$ cat config.mk
export PLATFORM = sky130hd
export DESIGN_NAME = pctl_dp
export DESIGN_NICKNAME = d
export VERILOG_FILES = /design/src/rtl/pctl_pkg.sv /design/src/rtl/pctl_dp.sv
export SDC_FILE = /design/constraint.sdc
export NUM_CORES = 2
export LEC_CHECK = 0
export BUFFER_PORTS_ARGS = -buffer_cell sky130_fd_sc_hd__buf_2
export CAP_MARGIN = 10
export CORE_ASPECT_RATIO = 0.75
export CORE_MARGIN = 2
export CORE_UTILIZATION = 31
export DETAILED_ROUTE_END_ITERATION = 10
export PLACE_DENSITY = 0.48
export SLEW_MARGIN = 20
export SYNTH_ARGS = -nofsm -noshare
export SYNTH_HDL_FRONTEND = slang
export SYNTH_SLANG_ARGS = --single-unit
$ cat constraint.sdc
create_clock -name clk -period 27.9 [get_ports clk]
set_input_delay 1.395 -clock clk [delete_from_list [all_inputs] [get_ports clk]]
set_output_delay 1.395 -clock clk [all_outputs]
set_load 0.01 [all_outputs]
$ cat src/rtl/pctl_pkg.sv
// Shared types and constants of the timed PID controller.
package pctl_pkg;

  localparam int CFG_IDX_W = 8;
  localparam int MUL_STEPS = 32;   // one bit of elapsed time per step
  localparam int DIV_STEPS = 43;   // quotient bits of |num| >> 16 over elapsed
  localparam int CNT_W     = 6;

  localparam logic [CFG_IDX_W-1:0] REG_PROP_GAIN  = 8'd0;
  localparam logic [CFG_IDX_W-1:0] REG_INTEG_GAIN = 8'd1;
  localparam logic [CFG_IDX_W-1:0] REG_DERIV_GAIN = 8'd2;
  localparam logic [CFG_IDX_W-1:0] REG_WINDUP     = 8'd3;

  typedef struct packed {
    logic load;
    logic prep;
    logic mul_p;
    logic mul_i;
    logic mul_d;
    logic load_d;
    logic iter;
    logic sum;
    logic clamp;
    logic drive;
    logic emit;
  } pctl_cmd_t;

  typedef struct packed {
    logic time_seen;
    logic el_zero;
    logic iter_done;
    logic out_free;
  } pctl_sts_t;

endpackage

$ cat src/rtl/pctl_dp.sv
// Datapath of the timed PID controller: registers, shared multiplier, serial units.
module pctl_dp (
  input  logic                           clk,
  input  logic                           rst,
  input  pctl_pkg::pctl_cmd_t            cmd,
  output pctl_pkg::pctl_sts_t            sts,
  input  logic [95:0]                    s_tdata,
  input  logic                           cfg_valid,
  output logic                           cfg_ready,
  input  logic [pctl_pkg::CFG_IDX_W-1:0] cfg_index,
  input  logic [31:0]                    cfg_data,
  output logic                           m_tvalid,
  input  logic                           m_tready,
  output logic [127:0]                   m_tdata
);
  import pctl_pkg::*;

  localparam logic signed [63:0] MAX64 = 64'sd2147483647;
  localparam logic signed [63:0] MIN64 = -64'sd2147483648;

  function automatic logic [31:0] sat_mag(input logic neg, input logic [71:0] m);
    if (!neg) begin
      return (m > 72'h7FFFFFFF) ? 32'h7FFFFFFF : m[31:0];
    end else begin
      return (m > 72'h80000000) ? 32'h80000000 : (~m[31:0] + 32'd1);
    end
  endfunction

  function automatic logic [31:0] sat32(input logic signed [63:0] x);
    if (x > MAX64) begin
      return 32'h7FFFFFFF;
    end else if (x < MIN64) begin
      return 32'h80000000;
    end else begin
      return x[31:0];
    end
  endfunction

  // configuration
  logic signed [23:0] kp, ki, kd;
  logic [30:0]        wlim;

  // item and state
  logic signed [31:0] in_tgt, in_meas;
  logic [31:0]        in_time;
  logic signed [31:0] integ, prev_err, prev_tgt;
  logic [31:0]        prev_time;
  logic               seen;

  logic signed [31:0] err;
  logic [31:0]        el;
  logic signed [32:0] dt;
  logic signed [34:0] delta;
  logic signed [58:0] prod;
  logic [55:0]        mcand;
  logic [87:0]        mp;
  logic               i_neg, d_neg;
  logic [42:0]        dq;
  logic [31:0]        drem;
  logic [CNT_W-1:0]   cnt;
  logic signed [63:0] sum64;
  logic signed [31:0] p_val, i_val, d_val, drive_val;

  // combinational helpers
  logic signed [32:0] diff33;
  logic signed [31:0] err_next;
  logic signed [23:0] mul_a;
  logic signed [34:0] mul_b;
  logic signed [58:0] prod_next;
  logic [58:0]        prod_mag;
  logic [56:0]        acc_sum;
  logic [32:0]        dsh, dsub;
  logic               dge;
  logic [71:0]        pr16;
  logic [63:0]        r64, inc;
  logic signed [63:0] wl64, clamp_s, drive_sum;
  logic signed [34:0] e1;

  assign cfg_ready = 1'b1;

  always_ff @(posedge clk) begin
    if (rst) begin
      kp   <= '0;
      ki   <= '0;
      kd   <= '0;
      wlim <= '0;
    end else if (cfg_valid) begin
      unique case (cfg_index)
        REG_PROP_GAIN:  kp   <= cfg_data[23:0];
        REG_INTEG_GAIN: ki   <= cfg_data[23:0];
        REG_DERIV_GAIN: kd   <= cfg_data[23:0];
        REG_WINDUP:     wlim <= cfg_data[30:0];
        default: ;
      endcase
    end
  end

  assign diff33   = 33'(in_tgt) - 33'(in_meas);
  assign err_next = (diff33[32] != diff33[31]) ?
                    (diff33[32] ? 32'sh80000000 : 32'sh7FFFFFFF) : diff33[31:0];

  always_comb begin
    mul_a = kp;
    mul_b = 35'(err);
    if (cmd.mul_i) begin
      mul_a = ki;
    end else if (cmd.mul_d) begin
      mul_a = kd;
      mul_b = delta;
    end
  end

  assign prod_next = mul_a * mul_b;
  assign prod_mag  = prod[58] ? (~prod + 59'd1) : prod;
  assign e1        = 35'(err) - 35'(prev_err);

  assign acc_sum = {1'b0, mp[87:32]} + (mp[0] ? {1'b0, mcand} : 57'd0);
  assign dsh     = {drem, dq[42]};
  assign dge     = (dsh >= {1'b0, el});
  assign dsub    = dsh - {1'b0, el};

  // rounded-toward-zero magnitude of the integral increment, capped at 2^62
  assign pr16 = mp[87:16];
  assign r64  = (pr16 > (72'd1 << 62)) ? (64'd1 << 62) : pr16[63:0];
  assign inc  = i_neg ? (~r64 + 64'd1) : r64;

  assign wl64 = {33'd0, wlim};
  always_comb begin
    clamp_s = sum64;
    if (wlim != '0) begin
      if (clamp_s > wl64) clamp_s = wl64;
      if (clamp_s < -wl64) clamp_s = -wl64;
    end
  end

  assign drive_sum = 64'(p_val) + 64'(i_val) + 64'(d_val);

  always_ff @(posedge clk) begin
    if (rst) begin
      integ     <= '0;
      prev_err  <= '0;
      prev_tgt  <= '0;
      prev_time <= '0;
      seen      <= 1'b0;
      cnt       <= '0;
    end else begin
      if (cmd.prep && !seen) begin
        seen      <= 1'b1;
        prev_time <= in_time;
      end
      if (cmd.load_d) begin
        cnt <= '0;
      end else if (cmd.iter) begin
        cnt <= cnt + 1'b1;
      end
      if (cmd.clamp) begin
        integ     <= sat32(clamp_s);
        prev_err  <= err;
        prev_tgt  <= in_tgt;
        prev_time <= in_time;
      end
    end
  end

  always_ff @(posedge clk) begin
    if (cmd.load) begin
      in_tgt  <= s_tdata[31:0];
      in_meas <= s_tdata[63:32];
      in_time <= s_tdata[95:64];
    end
    if (cmd.prep) begin
      err <= err_next;
      el  <= in_time - prev_time;
      dt  <= 33'(in_tgt) - 33'(prev_tgt);
      if (!seen) begin
        p_val     <= '0;
        i_val     <= '0;
        d_val     <= '0;
        drive_val <= '0;
      end
    end
    if (cmd.mul_p || cmd.mul_i || cmd.mul_d) begin
      prod <= prod_next;
    end
    if (cmd.mul_p) begin
      delta <= e1 - 35'(dt);
    end
    if (cmd.mul_i) begin
      p_val <= sat_mag(prod[58], {29'd0, prod_mag[58:16]});
      if (el == '0) begin
        i_val     <= '0;
        d_val     <= '0;
        drive_val <= '0;
      end
    end
    if (cmd.mul_d) begin
      mcand <= prod_mag[55:0];
      i_neg <= prod[58];
      mp    <= {56'd0, el};
    end
    if (cmd.load_d) begin
      dq    <= prod_mag[58:16];
      d_neg <= prod[58];
      drem  <= '0;
    end
    if (cmd.iter) begin
      if (cnt < CNT_W'(MUL_STEPS)) begin
        mp <= {acc_sum, mp[31:1]};
      end
      drem <= dge ? dsub[31:0] : dsh[31:0];
      dq   <= {dq[41:0], dge};
    end
    if (cmd.sum) begin
      sum64 <= 64'(integ) + $signed(inc);
    end
    if (cmd.clamp) begin
      i_val <= sat32(clamp_s);
      d_val <= sat_mag(d_neg, {29'd0, dq});
    end
    if (cmd.drive) begin
      drive_val <= sat32(drive_sum);
    end
  end

  // output register
  always_ff @(posedge clk) begin
    if (rst) begin
      m_tvalid <= 1'b0;
    end else if (cmd.emit) begin
      m_tvalid <= 1'b1;
    end else if (m_tready) begin
      m_tvalid <= 1'b0;
    end
  end

  always_ff @(posedge clk) begin
    if (cmd.emit) begin
      m_tdata <= {d_val, i_val, p_val, drive_val};
    end
  end

  assign sts.time_seen = seen;
  assign sts.el_zero   = (el == '0);
  assign sts.iter_done = (cnt == CNT_W'(DIV_STEPS - 1));
  assign sts.out_free  = !m_tvalid || m_tready;

`ifndef SYNTHESIS
  a_emit_free: assert property (@(posedge clk) disable iff (rst)
    cmd.emit |-> (!m_tvalid || m_tready))
    else $error("result loaded over an untaken beat");

  a_iter_range: assert property (@(posedge clk) disable iff (rst)
    cmd.iter |-> (cnt < CNT_W'(DIV_STEPS)) && (el != '0))
    else $error("iteration outside its range");

  a_rem_below: assert property (@(posedge clk) disable iff (rst)
    cmd.iter |-> (drem < el))
    else $error("divider remainder not below divisor");

  a_first_seen: assert property (@(posedge clk) disable iff (rst)
    (cmd.prep && !seen) |=> seen)
    else $error("first sample not recorded");
`endif

endmodule

==> reports/qor.csv <==
metric,value,unit
area grow syn2layout,11.3,%
Worst path max stage delay,1.14,ns
DR vias/cell,5.11,
slowest cell on the critical path,fa_1,
fmax,91.3,MHz
clock tree root driver cell,clkbuf_16,
Cells after Synth,9645,
initial antenna violation count,24,
global-route wire length before repair,450,mm
Setup CP Type,input port to register,
Final TNS setup,0,ns
Core ar.,0.292,mm^2
final wirelength,294,mm
Die X,630,um
CP max FO,63,
Least-Margin Pin Slew,1.21,ns
"most common cell after layout, fill and taps aside",nand2_1,
final worst slack,16.95,ns
CP required,28.34,ns
Final Hold Violating Endpoints,0,
Crit. End Element,register,
"Clk pin slew, worst setup/hold paths",0.07,ns
main flop type after synthesis,edfxtp_1,
row count,172,
PostCTS Resize Cnt,0,
number of global-route vias before repair,70700,
Top delay family on crit path,adder cells,
number of synthesis warnings,0,
CTS tree,done,
NumNets Final,11400,
First-pass DRT Iterations,6,
"Seq/Total Area, Yosys",0.305,
DIE HEIGHT,473,um
Worst-Skew Late Latency,0.80,ns
CP Buf/Inv Count,7,
"FF+latch count, synth",1066,
htree depth,3,
worst flop-to-flop path startpoint,err[31]$_DFFE_PP_,
power density over the cells,66.7,mW/mm^2
Max VDD drop,0.0505,mV
Final Max Slew Viols,0,
post-place setup slack,16.27,ns
WL/cell,21.3,um
ANT nets after route,0,
share of layout cells above drive strength 1,0.0823,
Crit. Startpoint,cmd[6],
die area,0.298,mm^2
io pins,285,
hpwl dp,229,mm
drt drc,0,
gpl congestion,0.886,
cell with the most instances on the worst path,fa_1,
Final Cycle Share,0.393,
syn_area_per_cell,9.43,um^2
syn nets,11300,
"Cell Area, Synth",0.0910,mm^2
drt initial violations,5802,
"commonest cells after routing, fill and taps aside","1260 x nand2_1, 1193 x inv_1, 906 x fa_1",
Initial Util,0.311,
run status,"complete, no violations",
RSZ-0062 raised after global routing,false,
max cap viols,0,
startpoint types,input port,
Via Count,70500,
clk_skew,0.101,ns
ys async rst share,0,
leakage power,0.0444,uW
CTS max path bufs,3,
CTS buffer count,117,
worst endpoint data arrival time,11.39,ns
Cell variety after synth,94,
pin count of the biggest net entering global routing,95,
Final Setup Violations,0,
IO buf count,282,
Post-CTS Setup Inserts,0,
Hold Startpoint,drive_val[7]$_DFF_P_,
hold buffers post-CTS,0,
Final min period,10.95,ns
Total GRT Usage,0.197,
Clock Sinks,1066,
worst hold path class,register to register,
"Remaining Overflow, GRT",0,
slew margin rel.,0.184,
"EDFF count, synth",643,
## kinds of logic after synthesis
kind of cell | Yosys count | share of synthesized area
muxes | 251 | 0.0286
other | 1 | 0.0000412
xor gates and xnor gates | 465 | 0.0448
AOI/OAI and AO/OA | 1853 | 0.130
adders and majority gates | 1478 | 0.278
buffers and inverters | 1580 | 0.0655
DFF | 1066 | 0.305
and+or+nand+nor | 2951 | 0.148
## through the flow
| stage | utilization | instance area [um^2] | std cells | hold slack [ns] | total power [uW] |
|---|---|---|---|---|---|
| floorplan | - | 91000 | 9645 | 0.409 | 4130 |
| global placement | 0.331 | 96900 | 13600 | 0.422 | 4990 |
| detailed placement | 0.331 | 96900 | 13600 | 0.418 | 5030 |
| CTS | 0.346 | 101000 | 13800 | 0.433 | 6790 |
| global route | 0.346 | 101000 | 13800 | 0.443 | 7180 |
| finish | 0.346 | 101000 | 13800 | 0.439 | 6750 |
## where the power goes
group	total [uW]	switching [uW]	internal, uW
clock network	1730	726	1000
logic	2630	1590	1030
registers	2390	338	2060
total	6750	2660	4090
## layout make-up
cell class | count | area (um^2)
antenna | 11 | 27.5
clock buffer | 148 | 3220
clock inverter | 74 | 1050
fill | 29700 | 191000
inverter | 1195 | 4490
multi-input combinational | 6999 | 57500
sequential | 1066 | 27800
tap | 3915 | 4900
timing repair buffer | 391 | 2280
## Yosys cell counts, types with 53 or more instances
| cell | number | area, um^2 |
|---|---|---|
| o21a_1 | 89 | 668 |
| buf_1 | 53 | 199 |
| xor2_1 | 151 | 1320 |
| mux2_2 | 72 | 811 |
| clkbuf_1 | 323 | 1210 |
| nor4_1 | 66 | 413 |
| nor2b_1 | 53 | 332 |
| xnor2_1 | 314 | 2750 |
| nor3_1 | 133 | 666 |
| mux2i_1 | 179 | 1790 |
| a21oi_1 | 545 | 2730 |
| nor2_1 | 690 | 2590 |
| and2_1 | 172 | 1080 |
| dfxtp_1 | 423 | 8470 |
| o21ai_0 | 434 | 2170 |
| a21o_1 | 157 | 1180 |
| nand4_1 | 70 | 438 |
| nand3_1 | 198 | 991 |
| or3_1 | 59 | 369 |
| o31ai_1 | 53 | 398 |
| ha_1 | 572 | 7160 |
| edfxtp_1 | 643 | 19300 |
| nand2_1 | 1261 | 4730 |
| nand2b_1 | 69 | 432 |
| inv_1 | 1195 | 4490 |
| fa_1 | 906 | 18100 |
| a211oi_1 | 57 | 428 |
## worst paths after layout
check | cells after the start | slack, ns | to
setup / recovery | 29 | 16.95 | prod[55]$_DFFE_PP_
hold / removal | 0 | 0.44 | m_tdata[7]$_DFFE_PP_
setup reg to reg | 26 | 18.27 | prod[55]$_DFFE_PP_
hold reg to reg | 0 | 0.44 | m_tdata[7]$_DFFE_PP_
## layer usage
| layer | wire length (um) | track usage | part of all wire | up-vias |
|---|---|---|---|---|
| met5 | 0 | 0 | 0 | - |
| met3 | 17100 | 0.0268 | 0.058 | 285 |
| met2 | 128000 | 0.304 | 0.43 | 1997 |
| met4 | 6350 | 0.0422 | 0.022 | 0 |
| met1 | 143000 | 0.291 | 0.49 | 35300 |
| li1 | - | - | - | 32900 |
## registers in the layout (all words and copies together), names as in the netlist, 33 cells and up
| signal | cells |
|---|---|
| m_tdata | 128 |
| mp | 88 |
| sum64 | 64 |
| prod | 59 |
| mcand | 56 |
| dq | 43 |
| delta | 34 |
| dt | 33 |
No activity file was read; power rests on OpenSTA's default activity.
