===== config.mk =====
export PLATFORM = sky130hd
export DESIGN_NAME = pctl_ctrl
export DESIGN_NICKNAME = d
export VERILOG_FILES = /design/src/rtl/pctl_pkg.sv /design/src/rtl/pctl_ctrl.sv
export SDC_FILE = /design/constraint.sdc
export NUM_CORES = 1
export LEC_CHECK = 0
export BUFFER_PORTS_ARGS = -buffer_cell sky130_fd_sc_hd__buf_4
export CAP_MARGIN = 15
export CORE_MARGIN = 1.5
export CORE_UTILIZATION = 51
export DETAILED_ROUTE_END_ITERATION = 8
export GPL_ROUTABILITY_DRIVEN = 0
export HOLD_SLACK_MARGIN = 0.02
export MAX_ROUTING_LAYER = met4
export PLACE_DENSITY = 0.74
export SLEW_MARGIN = 20
export SYNTH_ARGS = -nofsm -noshare
export SYNTH_HDL_FRONTEND = slang
export SYNTH_SLANG_ARGS = --single-unit

===== constraint.sdc =====
create_clock -name clk -period 1.9 [get_ports clk]
set_clock_uncertainty 0.15 [all_clocks]
set_input_delay 0.095 -clock clk [delete_from_list [all_inputs] [get_ports clk]]
set_output_delay 0.095 -clock clk [all_outputs]
set_load 0.02 [all_outputs]

===== src/rtl/pctl_pkg.sv =====
// Shared types and constants of the timed PID controller.
package pctl_pkg;

  localparam int CFG_IDX_W = 8;
  localparam int MUL_STEPS = 32;   // one bit of elapsed time per step
  localparam int DIV_STEPS = 43;   // quotient bits of |num| >> 16 over elapsed
  localparam int CNT_W     = 6;

  localparam logic [CFG_IDX_W-1:0] REG_PROP_GAIN  = 8'd0;
  localparam logic [CFG_IDX_W-1:0] REG_INTEG_GAIN = 8'd1;
  localparam logic [CFG_IDX_W-1:0] REG_DERIV_GAIN = 8'd2;
  localparam logic [CFG_IDX_W-1:0] REG_WINDUP     = 8'd3;

  typedef struct packed {
    logic load;
    logic prep;
    logic mul_p;
    logic mul_i;
    logic mul_d;
    logic load_d;
    logic iter;
    logic sum;
    logic clamp;
    logic drive;
    logic emit;
  } pctl_cmd_t;

  typedef struct packed {
    logic time_seen;
    logic el_zero;
    logic iter_done;
    logic out_free;
  } pctl_sts_t;

endpackage


===== src/rtl/pctl_ctrl.sv =====
// Sequencer of the timed PID controller.
module pctl_ctrl (
  input  logic               clk,
  input  logic               rst,
  input  logic               s_tvalid,
  output logic               s_tready,
  output pctl_pkg::pctl_cmd_t cmd,
  input  pctl_pkg::pctl_sts_t sts
);
  import pctl_pkg::*;

  typedef enum logic [10:0] {
    S_IDLE  = 11'b00000000001,
    S_PREP  = 11'b00000000010,
    S_MULP  = 11'b00000000100,
    S_MULI  = 11'b00000001000,
    S_MULD  = 11'b00000010000,
    S_LOADD = 11'b00000100000,
    S_ITER  = 11'b00001000000,
    S_SUM   = 11'b00010000000,
    S_CLAMP = 11'b00100000000,
    S_DRIVE = 11'b01000000000,
    S_DONE  = 11'b10000000000
  } state_t;

  state_t state, state_next;

  always_ff @(posedge clk) begin
    if (rst) begin
      state <= S_IDLE;
    end else begin
      state <= state_next;
    end
  end

  assign s_tready = (state == S_IDLE);

  always_comb begin
    state_next = state;
    cmd        = '0;
    unique case (state)
      S_IDLE: begin
        cmd.load = s_tvalid;
        if (s_tvalid) state_next = S_PREP;
      end
      S_PREP: begin
        cmd.prep   = 1'b1;
        // first sample only records its time
        state_next = sts.time_seen ? S_MULP : S_DONE;
      end
      S_MULP: begin
        cmd.mul_p  = 1'b1;
        state_next = S_MULI;
      end
      S_MULI: begin
        cmd.mul_i  = 1'b1;
        state_next = sts.el_zero ? S_DONE : S_MULD;
      end
      S_MULD: begin
        cmd.mul_d  = 1'b1;
        state_next = S_LOADD;
      end
      S_LOADD: begin
        cmd.load_d = 1'b1;
        state_next = S_ITER;
      end
      S_ITER: begin
        cmd.iter = 1'b1;
        if (sts.iter_done) state_next = S_SUM;
      end
      S_SUM: begin
        cmd.sum    = 1'b1;
        state_next = S_CLAMP;
      end
      S_CLAMP: begin
        cmd.clamp  = 1'b1;
        state_next = S_DRIVE;
      end
      S_DRIVE: begin
        cmd.drive  = 1'b1;
        state_next = S_DONE;
      end
      S_DONE: begin
        cmd.emit = sts.out_free;
        if (sts.out_free) state_next = S_IDLE;
      end
      default: begin
        state_next = S_IDLE;
      end
    endcase
  end

endmodule


==> results.json, run 1 <==
{
  "status": "finished, final reports clean",
  "min_delay_worst_endpoint": "state[7]",
  "layout-drive-gt1-share_pct": 44.9,
  "synth_warnings": 0,
  "floorplan.die.height_um": 41.8,
  "grt_pass1_vias": 680,
  "final_cell_count_no_fill": 122,
  "synthesis.nets": 86,
  "synth-async-reset-ratio_pct": 0,
  "htreeDepth": 1,
  "detail_route.drc_violations": 0,
  "post-synth-top-area-cell": "dfxtp_1",
  "postSynthRegisterBits": 11,
  "die-width_um": 41.8,
  "maxSlewHeadroom_pct": 76.3,
  "crit_slowest_cell": "dfxtp_2",
  "post-layout-total-power_mw": 0.653,
  "fin_tns_setup_ns": 0,
  "fin_crit_sh_pct": 96.4,
  "timing.critical_path.cells": "nor4_4 > nand2_2 > nor4b_2 > buf_4",
  "synth.yosys.seq_area_share_pct": 28.7,
  "final_max_slew_viol_count": 0,
  "hold_ws_ns": 0.0387,
  "drt.antenna.violating_nets": 0,
  "filler_cell_count": 115,
  "synth.area.top_cells": "dfxtp_1 (29%), nor4b_1 (5.7%), and2_1 (3.3%), and3_1 (3.3%), nor3_1 (3.3%)",
  "clockBufferDepth": 2,
  "report.final.hold_viol_count": 0,
  "routed-via-count": 731,
  "power.static_leakage_nw": 0.461,
  "grt_overall_usage_pct": 23.9,
  "reg_top3": "state x11",
  "regMostFlops": "state",
  "critPathMaxFanout": 7,
  "total_core_area_mm2": 0.00135,
  "yosys.cell_count.top_type": "dfxtp_1",
  "synthesis.instances": 79,
  "reg2regPathDepth": 5,
  "top_level_ports": 19,
  "cp.arrival_ns": 1.59,
  "cts.sinks": 11,
  "initial_core_util_pct": 56.9,
  "worst_hold_path.num_cells": 3,
  "fin_crit_ns": 1.83,
  "worst_setup_hold_path_clk_slew_ns": 0.08,
  "wire_per_inst_um": 15.8,
  "crit_required_ns": 1.65,
  "area_of_the_die_mm2": 0.00175,
  "layout-area-overhead-vs-synth_pct": 36.8,
  "synth_edf_count": 0,
  "clock_tree_from_tritoncts": "built",
  "grt_antenna_before_repair": 0,
  "largest_register_ffs": 11,
  "final_net_count": 115,
  "worst_ir_drop_vdd_mv": 0.493,
  "setup.worst_path.end_class": "output port",
  "grt_start_max_net_pins": 11,
  "synth_common_cells": "dfxtp_1 (11), nand2_1 (6), nor3_1 (5), nor4b_1 (5)",
  "netlist_area_um2": 768,
  "worst_setup_path_start_kind": "flip-flop",
  "first_pass_iters": 4,
  "finalSetupViolCount": 0,
  "worst_pin_slew_ns": 0.352,
  "r2r-end": "state[6]",
  "timing.max_cap.violations": 0,
  "globalRouteOverflowTotal": 0,
  "antenna_cells": 0,
  "rows": 13,
  "port-buffer-count": 18,
  "slowest_delay_ns": 0.39,
  "synthFlopType": "dfxtp_1",
  "achievable-frequency_mhz": 546,
  "grt_first_pass_wirelength_um": 3150,
  "number_of_library_cell_types_mapped_by_synthesis": 39,
  "place_inst": 110,
  "first_iter_violations": 23,
  "synth_area_per_cell_um2": 9.72,
  "vias_per_cell": 5.99,
  "worstReg2RegStart": "state[0]",
  "cts_made_buffers": 3,
  "clkLatencyLatePin_ns": 0.27,
  "ff2ff_setup_slack_ns": 0.19,
  "portion_of_synthesized_cell_area_occupied_by_the_leading_cell_type_pct": 28.7,
  "cts-root-buf": "clkbuf_4",
  "place.detailed.hpwl_um": 1320,
  "hold_path_class": "in -> reg",
  "wl_um": 1930,
  "critPathKind": "reg -> out",
  "power.density_mw_per_mm2": 621,
  "hp-start": "s_tvalid"
}
kinds of logic after synthesis:
kind of cell,share of synthesized area [%]
buffers and inverters,4.56
multiplexers,1.30
AND/OR/NAND/NOR,51.0
AO/OA/AOI/OAI,11.1
XOR/XNOR,3.42
flip-flops,28.7
cell usage in the layout, fill, tap and decap left out, drive strengths merged, types with 3 or more instances in the layout:
master and instances:
nor4b 7, nand3 3, buf 23, and2 4, dfxtp 11, inv 3
nand2 6, dlygate4sd3 4, nor4 4, clkbuf 4, nor3 7, nor2 4
and3 4
power breakdown:
group / switching, mW / internal (mW) / total (mW)
combinational: 0.114 / 0.115 / 0.229
clock: 0.0840 / 0.0812 / 0.165
sequential: 0.0171 / 0.241 / 0.258
how the worst max path moves through the flow:
stage	start	to	slack (ns)	depth (start not counted)
after floorplan	state[2]	cmd[1]	0.02	4
after global placement	state[2]	state[6]	0.20	4
after detailed placement	state[4]	state[6]	0.18	4
after CTS	state[9]	cmd[10]	0.03	5
after global routing	state[7]	cmd[1]	-0.04	4
final	state[7]	cmd[1]	0.07	4
area by class of cell:
type | instances | area, um2 | area share (%)
multi-input cells | 62 | 554 | 52.7
flip-flops and latches | 11 | 228 | 21.7
inverters | 3 | 11.3 | 1.07
well taps | 15 | 18.8 | 1.79
repair buffers | 27 | 213 | 20.2
clock buffers | 4 | 26.3 | 2.50
per-layer routing:
metal  global-route usage (%)  vias to the layer above  part of all wire (%)
met2                     35.6                       27                    50
met1                     31.9                      344                    44
met3                     4.78                        4                   4.6
met4                     8.39                        0                   1.5
li1                         -                      356                     -
met5                        -                        -                     0
repair_timing:
action | 4_1_cts | 5_1_grt
resized for setup | 1 | 12
hold buffers | 4 | 0
endpoints found under the setup margin | 2 | 8
pin swaps | 2 | 3
hold endpoints to repair | 4 | 0
buffers inserted | 2 | 2
metrics by stage:
stage               util [%]  area [um2]  worst slack [ns]
floorplan                  -         768            0.0177
global placement        67.1         906             0.201
detailed placement      67.1         906             0.181
CTS                     73.8         996            0.0255
global route            77.8        1050           -0.0413
finish                  77.8        1050            0.0676
critical path, delay by kind of cell (launching register included):
family	cells	cell delay [ns]
flops	1	0.39
buf+inv	1	0.19
simple gates	3	0.73
Note: power is estimated with default switching activity, not from simulation.
==> run 2, diff against run 1 <==
--- a/config.mk
+++ b/config.mk
@@ -7,8 +7,10 @@
 export LEC_CHECK = 0
 export BUFFER_PORTS_ARGS = -buffer_cell sky130_fd_sc_hd__buf_4
 export CAP_MARGIN = 15
+export CELL_PAD_IN_SITES_DETAIL_PLACEMENT = 1
+export CELL_PAD_IN_SITES_GLOBAL_PLACEMENT = 2
 export CORE_MARGIN = 1.5
-export CORE_UTILIZATION = 51
+export CORE_UTILIZATION = 31
 export DETAILED_ROUTE_END_ITERATION = 8
 export GPL_ROUTABILITY_DRIVEN = 0
 export HOLD_SLACK_MARGIN = 0.02
==> run 2 against run 1 <==
Compared with the run above:
- sequential power about the same
- via count down 2.2%
- die area up 59%
- combinational power up 3%
- hold slack better by 0.022 ns
- count of clock-buffer cells in the layout unchanged
- maximum frequency up 1.5%
- first-iteration DRC count down 39%
- largest cell class unchanged
==> results.json, run 2 (synthesis results as in run 1) <==
{
  "worst_setup_hold_path_clk_slew_ns": 0.08,
  "grt_start_max_net_pins": 11,
  "power.density_mw_per_mm2": 617,
  "post-layout-total-power_mw": 0.653,
  "detail_route.drc_violations": 0,
  "critPathKind": "reg -> out",
  "antenna_cells": 0,
  "worst_ir_drop_vdd_mv": 0.408,
  "top_level_ports": 19,
  "report.final.hold_viol_count": 0,
  "cts.sinks": 11,
  "grt_overall_usage_pct": 17.1,
  "largest_register_ffs": 11,
  "first_pass_iters": 4,
  "final_util_pct": 46.5,
  "critPathMaxFanout": 7,
  "globalRouteOverflowTotal": 0,
  "drt.antenna.violating_nets": 0,
  "layout-area-overhead-vs-synth_pct": 37.6,
  "fin_crit_sh_pct": 95.0,
  "grt_first_pass_wirelength_um": 3400,
  "dpl-instance-area_um2": 930,
  "hp-start": "s_tvalid",
  "clkLatencyLatePin_ns": 0.27,
  "port-buffer-count": 18,
  "final_design_area_no_fill_mm2": 0.00106,
  "floorplan.die.height_um": 52.8,
  "wl_um": 2070,
  "setup.worst_path.end_class": "output port",
  "hold_path_class": "in -> reg",
  "final_cell_count_no_fill": 134,
  "grt_pass1_vias": 745,
  "clock_tree_from_tritoncts": "built",
  "hold_ws_ns": 0.0605,
  "crit_required_ns": 1.65,
  "mostFrequentLayoutCell": "buf_4",
  "final_net_count": 114,
  "status": "finished, final reports clean",
  "worst_setup_path_start_kind": "flip-flop",
  "fin_tns_setup_ns": 0,
  "r2r-end": "state[6]",
  "place.detailed.hpwl_um": 1540,
  "first_iter_violations": 14,
  "cts-root-buf": "clkbuf_4",
  "power.static_leakage_nw": 0.450,
  "grt_antenna_before_repair": 0,
  "timing.max_cap.violations": 0,
  "achievable-frequency_mhz": 554,
  "maxSlewHeadroom_pct": 72.5,
  "total_core_area_mm2": 0.00228,
  "initial_core_util_pct": 33.8,
  "final_max_slew_viol_count": 0,
  "place_inst": 124,
  "min_delay_worst_endpoint": "state[7]",
  "layout-drive-gt1-share_pct": 45.3,
  "ff2ff_setup_slack_ns": 0.21,
  "post-place-ws_ns": 0.162,
  "regMostFlops": "state",
  "cp.arrival_ns": 1.56,
  "filler_cell_count": 261,
  "wire_per_inst_um": 15.5,
  "cp-startpoint": "state[2]",
  "worst_hold_path.num_cells": 3,
  "die-width_um": 52.8,
  "rows": 17,
  "fin_crit_ns": 1.81,
  "clockBufferDepth": 2,
  "cts_made_buffers": 3,
  "vias_per_cell": 5.34,
  "worstReg2RegStart": "state[9]",
  "finalWorstSetupSlack_ns": 0.0949,
  "most_frequent_cells_in_the_layout": "buf_4 (22), dfxtp_2 (7), nor3_1 (5), nand2_1 (5)",
  "finalSetupViolCount": 0,
  "routed-via-count": 715,
  "htreeDepth": 1,
  "reg2regPathDepth": 4,
  "area_of_the_die_mm2": 0.00279,
  "worst_pin_slew_ns": 0.406,
  "reg_top3": "state x11"
}
-- run 2: routing by layer --
| metal | vias up | GRT usage (%) | share of wire (%) |
|---|---|---|---|
| met2 | 19 | 27.7 | 49 |
| met4 | 0 | 5.13 | 0.72 |
| li1 | 351 | - | - |
| met5 | - | - | 0 |
| met1 | 343 | 21.4 | 46 |
| met3 | 2 | 3.43 | 3.8 |
-- run 2: final cells by class --
type,instances,area [um2],share of cell area [%]
Clock buffer,4,26.3,2.49
Inverter,3,11.3,1.07
Multi-Input combinational cell,62,547,51.7
Sequential cell,11,233,22.0
Tap cell,28,35.0,3.31
Timing Repair Buffer,26,205,19.4
-- run 2: report_power, final --
part	internal, mW	leakage [nW]	switching (mW)
registers	0.241	0.0927	0.0164
clock network	0.0811	0.0150	0.0787
logic	0.117	0.342	0.118
total	0.439	0.450	0.213
-- run 2: how the worst max path moves through the flow --
stage / endpoint / cells past startpoint / slack (ns)
global route: cmd[1] / 4 / -0.003
floorplan: cmd[1] / 4 / 0.02
detailed placement: state[6] / 4 / 0.16
global placement: cmd[1] / 4 / 0.19
CTS: cmd[8] / 5 / 0.002
finish: cmd[1] / 4 / 0.09
-- run 2: critical path: stages (launching register included) --
cell and delay, ns:
dfxtp_2 0.39, nor4_4 0.31, nand2_2 0.14, nor4b_2 0.27
buf_4 0.18
-- run 2: what timing repair did --
action,4_1_cts,5_1_grt
endpoints found under the hold margin,4,0
resized for setup,2,14
pin swaps,3,3
gates cloned,0,0
hold buffers,4,0
buffers inserted,2,0
setup endpoints to repair,3,7
